## src/rtl/core/spq_pkg.sv

```systemverilog
// Shared types and codes for the sorted priority queue.
package spq_pkg;

  localparam int unsigned DATA_W = 32;
  localparam int unsigned CNT_OUT_W = 7;
  localparam int unsigned IN_TDATA_W = 72;
  localparam int unsigned OUT_TDATA_W = 80;

  localparam logic [1:0] OP_ENQ  = 2'd0;
  localparam logic [1:0] OP_DEQ  = 2'd1;
  localparam logic [1:0] OP_PEEK = 2'd2;

  localparam logic [1:0] ST_OK    = 2'd0;
  localparam logic [1:0] ST_FULL  = 2'd1;
  localparam logic [1:0] ST_EMPTY = 2'd2;

  typedef struct packed {
    logic signed [DATA_W-1:0] data;
    logic signed [DATA_W-1:0] prio;
  } entry_t;

  typedef struct packed {
    logic enq;
    logic deq;
  } cell_ctrl_t;

endpackage

```

## src/rtl/core/spq_cell.sv

```systemverilog
// One slot of the sorted row: compares the broadcast entry and shifts with its neighbors.
module spq_cell (
  input  logic               clk,
  input  spq_pkg::cell_ctrl_t ctrl_i,
  input  logic               occ_i,
  input  spq_pkg::entry_t    new_i,
  input  spq_pkg::entry_t    left_i,
  input  logic               left_ahead_i,
  input  spq_pkg::entry_t    right_i,
  output logic               ahead_o,
  output spq_pkg::entry_t    ent_o,
  output spq_pkg::entry_t    ent_nxt_o
);

  spq_pkg::entry_t ent_r;
  spq_pkg::entry_t ent_nxt;

  // new entry belongs ahead of this slot (an empty slot always takes it)
  assign ahead_o = !occ_i ||
                   (new_i.prio > ent_r.prio) ||
                   ((new_i.prio == ent_r.prio) && (ent_r.data < new_i.data));

  always_comb begin
    ent_nxt = ent_r;
    if (ctrl_i.enq) begin
      if (left_ahead_i) begin
        ent_nxt = left_i;
      end else if (ahead_o) begin
        ent_nxt = new_i;
      end
    end else if (ctrl_i.deq) begin
      ent_nxt = right_i;
    end
  end

  always_ff @(posedge clk) begin
    ent_r <= ent_nxt;
  end

  assign ent_o     = ent_r;
  assign ent_nxt_o = ent_nxt;

endmodule

```

## config.mk

```make
export PLATFORM = sky130hd
export DESIGN_NAME = spq_cell
export DESIGN_NICKNAME = d
export VERILOG_FILES = /design/src/rtl/core/spq_pkg.sv /design/src/rtl/core/spq_cell.sv
export SDC_FILE = /design/constraint.sdc
export NUM_CORES = 1
export LEC_CHECK = 0
export ABC_AREA = 0
export ABC_CLOCK_PERIOD_IN_PS = 5200
export BUFFER_PORTS_ARGS = -buffer_cell sky130_fd_sc_hd__clkbuf_2
export CAP_MARGIN = 25
export CORE_AREA = 2 2 126 128
export CTS_CLUSTER_DIAMETER = 150
export DETAILED_ROUTE_END_ITERATION = 6
export DIE_AREA = 0 0 128 130
export PLACE_DENSITY = 0.74
export SLEW_MARGIN = 20
export SYNTH_ARGS = -nofsm -noshare
export SYNTH_HDL_FRONTEND = slang
export SYNTH_SLANG_ARGS = --single-unit
export TNS_END_PERCENT = 30
```

## constraint.sdc

```tcl
create_clock -name clk -period 5.2 [get_ports clk]
set_input_delay 1.04 -clock clk [delete_from_list [all_inputs] [get_ports clk]]
set_output_delay 1.04 -clock clk [all_outputs]
set_load 0.01 [all_outputs]
```

==> results by group, run 1 <==
Pwr
  – Pwr per Cell Area: 269 nW/um2
  – Sequential power share: 0.290
  – Comb pwr share: 0.428
  – Clock network power share: 0.282
  – Internal power: 1370 uW
  – Fraction of power spent switching nets: 0.392
  – Psw: 886 uW
  – Peak supply drop: 0.000158 V
  – Lkg Pwr: 0.00438 uW

Detailed routing
  – Drt wl/cell: 16.8 um
  – Routed WL: 22800 um
  – Residual DRC: 0
  – Initial drt markers: 412
  – Final ANT Viol Nets: 0
  – Routed vias/inst: 5.63
  – Via count: 7657
  – Detailed-router iteration count before antenna repair: 5

Clocking
  – Setup bufs post-CTS: 0
  – Post-CTS Hold Fix Bufs: 0
  – PostCTS Resize Cnt: 0
  – Num Clock Sinks: 64
  – CTS tree: yes
  – Worst-path clk slew: 0.05 ns
  – Bufs on Longest Clock Path: 2
  – CTS Buf Count: 9
  – Clk_lat worst skew: 0.34 ns
  – H-Tree Level Count: 3
  – Root Buffer: clkbuf_16

Global route
  – Overflow after GRT: 0
  – First-pass GRT wire length: 35000 um
  – Pin count of the biggest net entering global routing: 76
  – Overall Global Routing Usage: 0.262
  – Initial antenna violation count: 0
  – Vias in the first global route: 7070

Finish
  – Max FFs per register: 64
  – Fraction of layout cells with a size suffix above 1: 0.307
  – Antenna diodes: 0
  – Layout Area Growth over Synthesis: 32.0%
  – Fin util: 0.545
  – Nets: 1424
  – Layout Cells excl Fill: 1361
  – Design area: 8400 um2

Floorplan
  – IO Count: 326
  – Initial core utilization: 0.413
  – Num rows: 46
  – DIE AREA: 16600 um2
  – Die H: 130 um
  – Die Wd: 128 um
  – Core ar.: 15400 um2

Synthesis
  – Syn_nets: 1144
  – Post-synth top area share: 0.201
  – Most frequent cells after synthesis: 133 x nor2_1, 86 x a21oi_1, 68 x inv_1, 68 x nand3_1, 67 x nand2b_1
  – Predominant post-synthesis flop cell: dfxtp_1
  – Post-synth EDFFs: 0
  – Post-Syn Area per Cell: 7.20 um2
  – Synth Cell Area: 6360 um2
  – Synth top area cells: dfxtp_1 20%, ha_1 12%, mux2i_1 10%
  – Synth cell types: 39
  – Asr flop ratio synth: 0
  – Synthesis warning total: 0
  – Cell taking the most area after synthesis: dfxtp_1
  – Register bit total from synthesis: 64
  – Seq/Total Area, Yosys: 0.201
  – Cell count after synthesis: 884
  – Top-count cell post-synth: nor2_1

Timing
  – FMAX: 0.206 GHz
  – Final min period: 4.86 ns
  – Slew Viols, Final: 0
  – Unrepaired setup endpoints after global routing: false
  – Final Hold Vio Count: 0
  – Final Setup Violations: 0
  – Setup TNS: 0 ns
  – Crit share post-route: 0.935
  – Final Skew: 0.00830 ns
  – Worst-margin pin slew: 0.801 ns
  – Worst rel slew slack: 0.466
  – Final worst-path setup slack: 0.336 ns

Place
  – Final Wtd Congestion: 0.851
  – Post-DP HPWL: 16800 um
  – Placed Instances: 1345
  – Placed Area: 8100 um2
  – Pre-CTS setup slack: 0.277 ns
  – Port bufs: 325

Worst setup path
  – CP Launch Type: input port
  – Critical path type: input port to output port
  – Worst Path Required: 4.16 ns
  – Crit Path Max Fanout: 42
  – Worst setup EP type: output port
  – Worst path arrival time: 3.82 ns

Flow run
  – Max_cap viols: 0

Run status
  – Status: complete, no violations

Worst hold path
  – Min-delay worst type: register to register
[stage by stage]
stage,hold WS (ns),total power (uW)
2_1_floorplan,0.630,1240
3_3_place_gp,0.561,1620
3_5_place_dp,0.567,1630
4_1_cts,0.574,2270
5_1_grt,0.596,2410
6_report,0.569,2260
[worst paths after layout]
kind | start | endpoint | slack, ns | depth (start not counted)
setup / recovery | new_i[33] | ent_nxt_o[1] | 0.34 | 12
hold / removal | ent_o[39] | ent_o[39] | 0.57 | 2
setup reg to reg | ent_o[10] | ent_o[26] | 2.12 | 11
hold reg to reg | ent_o[39] | ent_o[39] | 0.57 | 2
[worst max-delay path, cell delays in order]
cell and delay [ns]:
clkbuf_2 0.10, inv_1 0.04, ha_1 0.28, a2111o_1 0.40, a311o_1 0.28, o311a_1 0.35
nor3_2 0.23, nand4b_1 0.23, buf_12 0.26, nand3_1 0.17, a31oi_1 0.25, clkbuf_2 0.18
[power by group through the flow]
| stage | sequential, uW | clock [uW] | combinational [uW] |
|---|---|---|---|
| 6_report | 655 | 636 | 967 |
| 5_1_grt | 663 | 672 | 1080 |
| 4_1_cts | 653 | 651 | 970 |
| 3_5_place_dp | 664 | 0 | 965 |
| 3_3_place_gp | 662 | 0 | 955 |
| 2_1_floorplan | 669 | 0 | 574 |
[routing by layer]
metal / routed length [um] / vias to the layer above / GRT usage
met4: 530 / 0 / 0.0995
met2: 11100 / 329 / 0.470
li1: - / 3746 / -
met5: 0 / - / 0
met1: 9560 / 3544 / 0.311
met3: 1610 / 38 / 0.0488
[layout by cell type (no fill, tap or decap), types with 2 or more instances in the layout]
master,n
clkbuf_16,9
nor4_1,2
o211ai_1,66
nand2_1,10
mux2i_1,64
and3_1,2
a21oi_1,85
nand3_1,68
ha_1,63
clkbuf_1,2
nand4_1,13
a211o_1,2
clkbuf_8,2
and4_1,3
inv_1,68
clkinv_2,2
nor3_1,3
buf_12,6
nand2b_1,67
a2111o_1,2
a211oi_1,3
clkbuf_2,322
nor2b_1,2
o21ai_0,10
buf_4,11
nor2_1,132
a31oi_1,64
a21o_1,6
dfxtp_1,64
[cells by family (layout without fill, tap and decap cells)]
| family | Yosys count | count (layout) | share of synthesized area |
|---|---|---|---|
| AO/OA/AOI/OAI | 248 | 248 | 0.246 |
| adder cells (fa/ha/maj) | 63 | 63 | 0.124 |
| buffers and inverters | 138 | 423 | 0.0934 |
| flip-flops | 64 | 64 | 0.201 |
| multiplexers | 64 | 64 | 0.101 |
| AND/OR/NAND/NOR | 307 | 307 | 0.235 |
[layout make-up]
cell class	count	area, um2
timing repair buffer	339	1810
fill	1550	7030
clock buffer	13	260
inverter	68	255
tap	192	240
multi-input combinational	682	4510
sequential	64	1280
clock inverter	3	40.0
Note: power is estimated with default switching activity, not from simulation.
==> run 2, diff against run 1 <==
--- a/config.mk
+++ b/config.mk
@@ -5,7 +5,7 @@
 export SDC_FILE = /design/constraint.sdc
 export NUM_CORES = 1
 export LEC_CHECK = 0
-export ABC_AREA = 0
+export ABC_AREA = 1
 export ABC_CLOCK_PERIOD_IN_PS = 5200
 export BUFFER_PORTS_ARGS = -buffer_cell sky130_fd_sc_hd__clkbuf_2
 export CAP_MARGIN = 25
@@ -13,7 +13,7 @@
 export CTS_CLUSTER_DIAMETER = 150
 export DETAILED_ROUTE_END_ITERATION = 6
 export DIE_AREA = 0 0 128 130
-export PLACE_DENSITY = 0.74
+export PLACE_DENSITY = 0.71
 export SLEW_MARGIN = 20
 export SYNTH_ARGS = -nofsm -noshare
 export SYNTH_HDL_FRONTEND = slang
==> run 2 against run 1 <==
Non-clock buffer count down 2. Register-to-register slack better by 0.33 ns. Fmax up 7.7%. Clock skew about the same. Routed wire length down 6.0%. Hold slack better by 0.058 ns. Sequential power down 5.0%. Critical endpoint is now ent_nxt_o[7].
==> results by group, run 2 <==
Synthesis
  – Top-count cell post-synth: nand2_1
  – Seq/Total Area, Yosys: 0.217
  – Post-Syn Area per Cell: 5.76 um2
  – Synthesis warning total: 0
  – Post-synth EDFFs: 0
  – Cell count after synthesis: 1025
  – Asr flop ratio synth: 0
  – Register bit total from synthesis: 64
  – Syn_nets: 1285
  – Synth cell types: 20
  – Synth top area cells: dfxtp_1 22%, nand2_1 16%, nor2_1 13%
  – Most frequent cells after synthesis: 259 x nand2_1, 212 x nor2_1, 134 x nand3_1
  – Post-synth top area share: 0.217
  – Synth Cell Area: 5900 um2
  – Predominant post-synthesis flop cell: dfxtp_1
  – Cell taking the most area after synthesis: dfxtp_1

Global route
  – Overflow after GRT: 0
  – M2 GR Usage: 0.431
  – Pin count of the biggest net entering global routing: 69
  – GR Util met3: 0.0398
  – First-pass GRT wire length: 33000 um
  – Busiest grt layer: met2
  – Initial antenna violation count: 1
  – Vias in the first global route: 6773
  – M1 GR Usage: 0.305
  – Overall Global Routing Usage: 0.245

Worst hold path
  – Min-delay worst type: register to register
  – Hold wc startpoint: ent_o[13]

Detailed routing
  – Detailed-router iteration count before antenna repair: 6
  – Final ANT Viol Nets: 0
  – Via count: 7617
  – Routed vias/inst: 5.05
  – Routed WL: 21400 um
  – Initial drt markers: 425
  – Residual DRC: 0
  – Drt wl/cell: 14.2 um

Pwr
  – Pwr per Cell Area: 256 nW/um2
  – Peak supply drop: 0.000139 V
  – Pwr Total: 2000 uW
  – Lkg Pwr: 0.00459 uW

Worst setup path
  – Crit path largest cell delay: 0.41 ns
  – CP Launch Type: input port
  – Worst Path Required: 4.16 ns
  – Delay-heaviest family, CP: simple AND/OR/NAND/NOR gates
  – Worst setup EP type: output port
  – Crit path cell chain: clkbuf_2 > ha_1 > nand2_1 > nor2_2 > nand2_1 > inv_1 > nand4_1 > nor2_1 > inv_1 > nand2_1 > nor2_1 > nor2_4 > buf_4 > nand3_1 > nand3_1 > nand2_1 > nand2_1 > clkbuf_2
  – Critical path origin: new_i[31]
  – Crit path buf inv count: 5
  – Crit Path Max Fanout: 38
  – Worst path arrival time: 3.47 ns
  – RR Startpoint: ent_o[31]
  – CP dominant cell by count: nand2_1
  – Worst path slowest cell: buf_4
  – Critical path type: input port to output port

Clocking
  – PostCTS Resize Cnt: 0
  – Setup bufs post-CTS: 0
  – Worst-path clk slew: 0.06 ns
  – Num Clock Sinks: 64
  – CTS Buf Count: 9
  – Root Buffer: clkbuf_16
  – H-Tree Level Count: 3
  – Bufs on Longest Clock Path: 2
  – Post-CTS Hold Fix Bufs: 0
  – CTS tree: yes
  – Clk_lat worst skew: 0.34 ns

Flow run
  – Max_cap viols: 0

Floorplan
  – Initial core utilization: 0.382
  – Die Wd: 128 um
  – Core ar.: 15400 um2
  – Die H: 130 um
  – DIE AREA: 16600 um2
  – Num rows: 46
  – IO Count: 326

Finish
  – Filler Cell Count: 1681
  – Nets: 1571
  – Layout Area Growth over Synthesis: 32.8%
  – Fraction of layout cells with a size suffix above 1: 0.271
  – Area of the multi-input gates: 3990 um2
  – Commonest non-fill, non-tap cells in the layout: 325 x clkbuf_2, 258 x nand2_1, 212 x nor2_1
  – Max FFs per register: 64
  – Layout Cells excl Fill: 1508
  – Design area: 7840 um2
  – Commonest non-fill, non-tap cell in the layout: clkbuf_2
  – Sequential Area: 1280 um2

Timing
  – Final Skew: 0.00878 ns
  – Final Setup Violations: 0
  – Crit share post-route: 0.868
  – Worst-margin pin slew: 0.757 ns
  – Setup TNS: 0 ns
  – WHS: 0.627 ns
  – Unrepaired setup endpoints after global routing: false
  – Final min period: 4.51 ns
  – Slew Viols, Final: 0
  – Final Hold Vio Count: 0
  – FMAX: 0.221 GHz
  – Worst rel slew slack: 0.495

Run status
  – Status: complete, no violations

Place
  – Placed Instances: 1492
  – Post-DP HPWL: 16100 um
  – Port bufs: 325
  – Placed Area: 7580 um2
  – Final Wtd Congestion: 0.837
==> run 2: changes by cell type after synthesis, sizes merged, moves of 4 or more <==
| cell | before | now |
|---|---|---|
| inv | 68 | 86 |
| nand4 | 13 | 6 |
| o21ai | 10 | 69 |
| mux2i | 64 | 0 |
| a21oi | 86 | 61 |
| a31oi | 64 | 0 |
| nand3 | 68 | 134 |
| nor2 | 133 | 214 |
| clkbuf | 38 | 30 |
| nand2b | 67 | 0 |
| a21o | 6 | 2 |
| o211ai | 66 | 0 |
| nand2 | 10 | 259 |
==> run 2: cell type report <==
class	instances	area share
Timing Repair Buffer	337	0.222
Antenna cell	1	0.000319
Clock inverter	4	0.00287
Multi-Input combinational cell	813	0.509
Sequential cell	64	0.163
Clock buffer	11	0.0297
Inverter	86	0.0415
Tap cell	192	0.0307
==> run 2: layer usage <==
metal / routed length (um) / up-vias / share of wire
met2: 10500 / 318 / 0.49
met4: 474 / 0 / 0.022
met3: 1530 / 32 / 0.072
li1: - / 3875 / -
met5: 0 / - / 0
met1: 8930 / 3392 / 0.42
==> run 2: stage by stage <==
stage,worst slack [ns],util
floorplan,1.45,-
detailed placement,0.720,0.491
finish,0.685,0.508
global placement,0.748,0.491
global route,0.468,0.508
CTS,0.693,0.508
==> run 2: report_power, final <==
group	total, uW	switching, uW	leakage [uW]	internal [uW]
registers	622	66.8	0.000540	556
clock network	558	240	0.000125	318
logic	822	494	0.00393	329
==> run 2: tightest hold or removal path: stages (launching register included) <==
cell     delay (ns)
dfxtp_1        0.32
nand3_1        0.08
nand3_1        0.07
nand2_1        0.05
nand2_1        0.05
==> run 2: cell families after synthesis <==
| kind of cell | synth area share |
|---|---|
| flops | 0.217 |
| simple gates | 0.424 |
| fa+ha+maj | 0.134 |
| compound gates | 0.117 |
| buf+inv | 0.109 |
==> run 2: final timing paths <==
| check | end | slack, ns | depth (start not counted) |
|---|---|---|---|
| setup / recovery | ent_nxt_o[7] | 0.69 | 18 |
| hold / removal | ent_o[13] | 0.63 | 4 |
| setup reg to reg | ent_o[7] | 2.45 | 17 |
| hold reg to reg | ent_o[13] | 0.63 | 4 |
==> run 3, diff against run 2 <==
--- a/config.mk
+++ b/config.mk
@@ -5,15 +5,17 @@
 export SDC_FILE = /design/constraint.sdc
 export NUM_CORES = 1
 export LEC_CHECK = 0
-export ABC_AREA = 1
 export ABC_CLOCK_PERIOD_IN_PS = 5200
 export BUFFER_PORTS_ARGS = -buffer_cell sky130_fd_sc_hd__clkbuf_2
 export CAP_MARGIN = 25
-export CORE_AREA = 2 2 126 128
+export CELL_PAD_IN_SITES_DETAIL_PLACEMENT = 0
+export CELL_PAD_IN_SITES_GLOBAL_PLACEMENT = 1
+export CORE_ASPECT_RATIO = 1.25
+export CORE_UTILIZATION = 34
 export CTS_CLUSTER_DIAMETER = 150
 export DETAILED_ROUTE_END_ITERATION = 6
-export DIE_AREA = 0 0 128 130
-export PLACE_DENSITY = 0.71
+export HOLD_SLACK_MARGIN = 0.1
+export PLACE_DENSITY_LB_ADDON = 0.1
 export SLEW_MARGIN = 20
 export SYNTH_ARGS = -nofsm -noshare
 export SYNTH_HDL_FRONTEND = slang
==> run 3 against run 2 <==
Cell count shrank 7.2%. Die area grew 16%. Design area grew 8.1%. Global-route usage shrank 0.41 points. Hold slack lost 0.053 ns.
==> results by group, run 3 (synthesis results as in run 1) <==
Pwr
  – Peak supply drop: 0.000164 V
  – Fraction of power spent switching nets: 0.388
  – Pwr Total: 2300 uW
  – Comb pwr share: 0.420
  – Pwr per Cell Area: 272 nW/um2
  – Clock network power share: 0.297
  – Psw: 892 uW
  – Lkg Pwr: 0.00439 uW
  – Internal power: 1410 uW
  – Sequential power share: 0.283

Worst setup path
  – Crit path largest cell delay: 0.42 ns
  – Worst path slowest cell: or3_1
  – CP dominant cell by count: clkbuf_2
  – Reg2Reg Depth: 11
  – Crit Path Max Fanout: 40
  – Worst path arrival time: 3.82 ns
  – Crit Reg-Reg Endpoint: ent_o[46]
  – RR Startpoint: ent_o[15]
  – CP Capture Point: ent_nxt_o[63]
  – Crit path cell chain: clkbuf_2 > ha_1 > nand4_1 > nor4_2 > a21boi_2 > a311oi_1 > or3_1 > a211o_2 > buf_4 > nand3_1 > a31oi_1 > clkbuf_2
  – Worst Path Required: 4.16 ns
  – Worst setup EP type: output port
  – CP Launch Type: input port
  – Critical path type: input port to output port
  – Critical path origin: new_i[14]
  – Worst reg2reg setup slack: 2.11 ns

Clocking
  – Bufs on Longest Clock Path: 2
  – Worst-path clk slew: 0.06 ns
  – CTS tree: yes
  – Num Clock Sinks: 64
  – Post-CTS Hold Fix Bufs: 0
  – H-Tree Level Count: 3
  – CTS Buf Count: 9
  – Root Buffer: clkbuf_16
  – PostCTS Resize Cnt: 0
  – Clk_lat worst skew: 0.35 ns
  – Setup bufs post-CTS: 0

Finish
  – Layout Area Growth over Synthesis: 33.1%
  – Nets: 1425
  – Commonest non-fill, non-tap cell in the layout: clkbuf_2
  – Filler Cell Count: 1927
  – Commonest non-fill, non-tap cells in the layout: 322 x clkbuf_2, 132 x nor2_1, 85 x a21oi_1
  – Fraction of layout cells with a size suffix above 1: 0.307
  – Max FFs per register: 64
  – Layout Cells excl Fill: 1399

Timing
  – Slew Viols, Final: 0
  – Final min period: 4.86 ns
  – Setup TNS: 0 ns
  – Worst-margin pin slew: 0.640 ns
  – Final worst-path setup slack: 0.340 ns
  – Unrepaired setup endpoints after global routing: false
  – Worst rel slew slack: 0.573
  – Final Hold Vio Count: 0
  – Crit share post-route: 0.935
  – Final Setup Violations: 0
  – WHS: 0.574 ns
  – Final Skew: 0.00943 ns
  – FMAX: 0.206 GHz

Detailed routing
  – Via count: 7274
  – Routed vias/inst: 5.20
  – Drt wl/cell: 16.9 um
  – Routed WL: 23700 um
  – Detailed-router iteration count before antenna repair: 4
  – Residual DRC: 0
  – Final ANT Viol Nets: 0
  – Initial drt markers: 279

Global route
  – Initial antenna violation count: 1
  – Overflow after GRT: 0
  – Overall Global Routing Usage: 0.241
  – Vias in the first global route: 6962
  – First-pass GRT wire length: 37100 um
  – Pin count of the biggest net entering global routing: 70

Floorplan
  – Initial core utilization: 0.349
  – DIE AREA: 19300 um2
  – Die H: 155 um
  – Die Wd: 124 um
  – IO Count: 326
  – Core ar.: 18200 um2
  – Num rows: 55

Place
  – Final Wtd Congestion: 0.827
  – Post-DP HPWL: 17500 um
  – Pre-CTS setup slack: 0.322 ns
  – Placed Instances: 1382
  – Port bufs: 325

Run status
  – Status: complete, no violations

Worst hold path
  – Hold wc startpoint: ent_o[1]
  – Min-delay worst type: register to register

Flow run
  – Max_cap viols: 0
run 3: area by class of cell:
| type | instances | area [um2] | area share |
|---|---|---|---|
| diodes | 1 | 2.50 | 0.000295 |
| clock buffers | 13 | 250 | 0.0295 |
| clock inverters | 3 | 65.1 | 0.00768 |
| inverters | 68 | 255 | 0.0301 |
| multi-input cells | 682 | 4510 | 0.532 |
| flip-flops and latches | 64 | 1280 | 0.151 |
| well taps | 228 | 285 | 0.0337 |
| repair buffers | 340 | 1820 | 0.215 |
run 3: worst min path at each step:
stage / end / slack (ns) / cells after the start
CTS: ent_o[42] / 0.57 / 2
global route: ent_o[42] / 0.61 / 2
global placement: ent_o[1] / 0.56 / 2
floorplan: ent_o[32] / 0.63 / 2
detailed placement: ent_o[42] / 0.57 / 2
finish: ent_o[1] / 0.57 / 2
run 3: routing by layer:
layer | share of wire | up-vias | track usage
met3 | 0.058 | 39 | 0.0406
met4 | 0.028 | 0 | 0.108
met1 | 0.43 | 3236 | 0.291
li1 | - | 3749 | -
met2 | 0.48 | 250 | 0.418
met5 | 0 | - | 0
run 3: worst max-delay path: cells and delay by family:
family                   cells  cell delay, ns
AO/OA/AOI/OAI                4            0.78
adder cells (fa/ha/maj)      1            0.32
buffers and inverters        3            0.55
AND/OR/NAND/NOR              4            1.11
run 3: power groups by stage:
stage	Combinational [uW]	Sequential, uW	Clock (uW)
6_report	966	652	684
5_1_grt	1080	663	720
4_1_cts	976	653	705
3_5_place_dp	969	664	0
3_3_place_gp	973	665	0
2_1_floorplan	574	669	0
run 3: per-stage QoR:
stage / cell area [um2] / utilization
final: 8470 / 0.464
after CTS: 8470 / 0.464
after detailed placement: 8150 / 0.447
after global routing: 8470 / 0.464
after floorplan: 6360 / -
after global placement: 8150 / 0.447
